**config.mk**
```make
export PLATFORM = sky130hd
export DESIGN_NAME = fa_lru_ctrl
export DESIGN_NICKNAME = d
export VERILOG_FILES = /design/src/rtl/fa_lru_pkg.sv /design/src/rtl/fa_lru_ctrl.sv
export SDC_FILE = /design/constraint.sdc
export NUM_CORES = 1
export LEC_CHECK = 0
export BUFFER_PORTS_ARGS = -buffer_cell sky130_fd_sc_hd__buf_4
export CAP_MARGIN = 20
export CORE_AREA = 5 5 42 44
export DETAILED_ROUTE_END_ITERATION = 10
export DIE_AREA = 0 0 47 49
export SETUP_SLACK_MARGIN = 0.3
export SLEW_MARGIN = 20
export SYNTH_ARGS = -nofsm -noshare
export SYNTH_HDL_FRONTEND = slang
export SYNTH_SLANG_ARGS = --single-unit
```
**constraint.sdc**
```tcl
create_clock -name clock -period 1.57 [get_ports clock]
set_input_delay 0.2355 -clock clock [delete_from_list [all_inputs] [get_ports clock]]
set_output_delay 0.2355 -clock clock [all_outputs]
set_load 0.02 [all_outputs]
```
**src/rtl/fa_lru_pkg.sv**
```systemverilog
// ----------------------------------------------------------------------------
// fa_lru_pkg
// Shared widths, register indexes, result codes and controller/datapath
// command and status types for the fully associative LRU cache core.
// ----------------------------------------------------------------------------
`timescale 1ns / 1ps

package fa_lru_pkg;

   localparam int ADDR_W       = 32;
   localparam int TAG_W        = 30;
   localparam int STAMP_W      = 32;
   localparam int OFFSET_W     = 3;
   localparam int BLOCKS_W     = 9;
   localparam int CSR_DATA_W   = 9;
   localparam int CSR_IDX_W    = 1;
   localparam int RSP_DATA_W   = 8;
   localparam int KIND_W       = 2;

   localparam int NUM_BLOCKS_DEFAULT = 256;

   localparam logic [CSR_IDX_W-1:0] CSR_OFFSET_BITS   = 1'd0;
   localparam logic [CSR_IDX_W-1:0] CSR_BLOCKS_IN_USE = 1'd1;

   localparam logic [OFFSET_W-1:0] OFFSET_RESET = 3'd2;
   localparam logic [OFFSET_W-1:0] OFFSET_MIN   = 3'd2;
   localparam logic [BLOCKS_W-1:0] BLOCKS_RESET = 9'd256;

   localparam logic [KIND_W-1:0] KIND_HIT        = 2'd0;
   localparam logic [KIND_W-1:0] KIND_COMPULSORY = 2'd1;
   localparam logic [KIND_W-1:0] KIND_CAPACITY   = 2'd2;

   typedef struct packed {
      logic load;
      logic read;
      logic commit;
   } ctrl_cmd_type;

   typedef struct packed {
      logic scan_done;
      logic out_free;
   } dp_status_type;

endpackage

```
**src/rtl/fa_lru_ctrl.sv**
```systemverilog
// ----------------------------------------------------------------------------
// fa_lru_ctrl
// Controller: accepts an item, steps the datapath through the entry scan and
// commits the update and result once the output register is free.
// ----------------------------------------------------------------------------
`timescale 1ns / 1ps

module fa_lru_ctrl (
   input  logic                     clock,
   input  logic                     reset,
   input  logic                     req_tvalid,
   output logic                     req_tready,
   input  fa_lru_pkg::dp_status_type status,
   output fa_lru_pkg::ctrl_cmd_type  cmd
);

   localparam logic [1:0] ST_IDLE   = 2'd0;
   localparam logic [1:0] ST_SCAN   = 2'd1;
   localparam logic [1:0] ST_COMMIT = 2'd2;

   logic [1:0] state_ff;
   logic [1:0] state_in;

   assign req_tready = (state_ff == ST_IDLE);

   always_comb begin
      state_in   = state_ff;
      cmd.load   = 1'b0;
      cmd.read   = 1'b0;
      cmd.commit = 1'b0;
      case (state_ff)
         ST_IDLE: begin
            if (req_tvalid) begin
               cmd.load = 1'b1;
               state_in = ST_SCAN;
            end
         end
         ST_SCAN: begin
            if (status.scan_done) begin
               state_in = ST_COMMIT;
            end else begin
               cmd.read = 1'b1;
            end
         end
         ST_COMMIT: begin
            if (status.out_free) begin
               cmd.commit = 1'b1;
               state_in   = ST_IDLE;
            end
         end
         default: begin
            state_in = ST_IDLE;
         end
      endcase
   end

   always_ff @(posedge clock) begin
      if (reset) begin
         state_ff <= ST_IDLE;
      end else begin
         state_ff <= state_in;
      end
   end

endmodule

```
======== Word-level counts from Yosys, hierarchy flattened ========
Cells that the tools add are included.
operators by class
  equality and inequality tests ........... 5
  multiplexer cells ....................... 10
  reductions and logical operators ........ 2
operator list
  kind                  count
  $mux W1               6
  $mux W2               3
  $ne A2 B2 Y1 const B  3
  $pmux W2 S3           1
  $reduce_and A3 Y1     1
  $eq A2 B1 Y1 const B  1
  $eq A2 B2 Y1 const B  1
  $logic_not A2 Y1      1
storage, ports and cells
  register bits after elaboration ......... 2
  output and inout bits ................... 4
  logic and storage cells ................. 18

======== Logic depth before layout (Yosys ltp) ========
  word-level depth ........................ 3
  mapped depth ............................ 2

======== Least setup slack after synthesis ========
Ideal clock, no wire load.
  kind .................................... reg2out
  from .................................... reg state_ff[1]
  to ...................................... out cmd[2] (netlist bit)
  arrival ................................. 0.941 ns
  required time ........................... 1.334 ns
  path slack .............................. 0.394 ns
  cell stages (with the launch flop) ...... 3
  buffers on the path ..................... 0
  cells stage by stage .................... dfxtp_1 nor2_1 and2_1
RTL lines
  item                      RTL line           source
  start: declaration        fa_lru_ctrl.sv:21  logic [1:0] state_ff;
  start signal: assignment  fa_lru_ctrl.sv:61  state_ff <= state_in;
  end: declaration          fa_lru_ctrl.sv:14  output fa_lru_pkg::ctrl_cmd_type cmd

==> flow_summary.yaml <==
route:
  ant_nets: 0
  routedWlPerCell_um: 7.85
  drt_iter0_markers: 0
  drt_wl_total_um: 306
  num_vias: 133
  drc: 0
  vias_per_cell: 3.41
  first_pass_iters: 1
clocking:
  tritoncts: "built"
  holdBufCountCts: 0
  cts_setup_buffers: 0
  cts.reportedPaths.clkPinSlew_ns: 0.03
  clkLatencyLatePin_ns: 0.22
  cts.htree.levels: 1
  clockBufferDepth: 2
  clock_sinks: 2
  cts_root_buffer: "clkbuf_4"
  numCtsBuffers: 3
  ctsResizeCount: 0
sta:
  hold_viol_final: 0
  slew_headroom: 0.883
  tns_ns: 0
  min_period_ns: 1.21
  setup_violations: 0
  clock_skew_ns: 0.00111
  fin_ws_ns: 0.359
  min_period_over_period: 0.771
  drv_slew: 0
  rsz0062_at_grt: "false"
  tightestPinTransition_ns: 0.175
  fmax_mhz: 826
power:
  irDropWorstVdd_mv: 0.295
  leakagePower_nw: 0.0935
  power.density_nw_per_um2: 1020
  power.total_mw: 0.212
synth:
  netlist_area_um2: 105
  yosysUniqueCellTypes: 9
  syn_area_per_cell_um2: 8.76
  synth.top_cell.area_share: 0.381
  synth.net_count: 17
  ys_ff_latch: 2
  seq_area_frac_synth: 0.381
  synthCells: 12
  yosys_warnings: 0
  synth_area_leaders: "dfxtp_1 (38%), nand2b_1 (12%), and3b_2 (9.5%)"
  synth_largest_area_cell: "dfxtp_1"
floorplanning:
  ios: 9
  placementRows: 14
  start_util: 0.0750
  dieArea_um2: 2300
  core-area_um2: 1400
  fp.dieH_um: 49
  die_x_um: 47
critical_path:
  crit_path_start_kind: "flip-flop"
  r2r_cells: 2
  path_class: "flip-flop to primary output"
  crit_path_end: "cmd[0]"
  worstPathRequired_ns: 1.33
  r2r_end: "state_ff[1]"
  crit_path_start: "state_ff[0]"
  reg2reg_from: "state_ff[0]"
  critPathCaptureType: "primary output"
  worstPathMaxFanout: 6
  rrSetupSlack_ns: 0.64
  worst_ep_arrival_time_ns: 0.98
finish:
  layout.nets: 30
  layout-drive-gt1-share: 0.565
  final_core_util: 0.149
  reg_top3: "state_ff x2"
  design_area_um2: 209
  largest_register_ffs: 2
  antenna_cells: 0
  largest-register: "state_ff"
  syn2layout_area_growth_pct: 98.8
place:
  placed_area_um2: 185
  dpl_worst_slack_ns: 0.581
  place.gp.congestion: 0.610
  dp_hpwl_um: 230
  port-buffer-count: 8
grt:
  antenna_found_initial: 0
  grt_max_degree: 7
  grt_usage: 0.0337
  grt_pass1_vias: 128
  grt-ovfl-total: 0
  grt_pass1_wl_um: 496
run_status:
  status: "finished clean"
run:
  drv_cap: 0
hold_path:
  hold_path_class: "input port to flip-flop"
## worst max-delay path, cell delays in order (launching register included)
cell     delay [ns]
dfxtp_1        0.38
and3b_2        0.22
buf_4          0.15
## cell usage in the layout, fill, tap and decap left out
cell,count
a211oi_1,1
a21oi_1,1
and2_1,1
and3b_2,1
buf_4,8
clkbuf_4,3
dfxtp_1,1
dfxtp_2,1
nand2b_1,2
nand3b_1,1
nor2_1,2
or3b_1,1
## routing by layer
metal  vias to the layer above  part of all wire  global-route usage
met5                         -                 0                   0
met1                        61              0.52              0.0436
met3                         0             0.069              0.0148
li1                         65                 -                   -
met4                         0                 0              0.0553
met2                         7              0.41              0.0271
## cell type report
| type | count | area [um^2] |
|---|---|---|
| well taps | 16 | 20.0 |
| clock buffers | 3 | 22.5 |
| multi-input cells | 10 | 65.1 |
| flip-flops and latches | 2 | 41.3 |
| repair buffers | 8 | 60.1 |
| fillers | 165 | 1190 |
## synthesized netlist by cell type (all sizes together)
cell and number:
a211oi 1, a21oi 1, and2 1, and3b 1, dfxtp 2, nand2b 2
nand3b 1, nor2 2, or3b 1
## per-stage QoR
stage / hold WS (ns) / cells
2_1_floorplan: 0.305 / 12
3_3_place_gp: 0.413 / 36
3_5_place_dp: 0.407 / 36
4_1_cts: 0.175 / 39
5_1_grt: 0.166 / 39
6_report: 0.172 / 39
## kinds of logic after synthesis
| group | count (synthesis) | synth area share |
|---|---|---|
| AOI/OAI and AO/OA | 2 | 0.119 |
| DFF | 2 | 0.381 |
| and+or+nand+nor | 8 | 0.500 |
## power by group
group	internal, mW	switching [mW]
Sequential	0.0547	0.00382
Combinational	0.0212	0.0181
Clock	0.0845	0.0299
## how the worst min path moves through the flow
stage,from,cells after the start,slack (ns),to
2_1_floorplan,reset,1,0.30,state_ff[1]
3_3_place_gp,reset,2,0.41,state_ff[1]
3_5_place_dp,reset,2,0.41,state_ff[1]
4_1_cts,reset,2,0.17,state_ff[0]
5_1_grt,reset,2,0.17,state_ff[1]
6_report,reset,2,0.17,state_ff[1]
(Power assumes the default switching activity.)
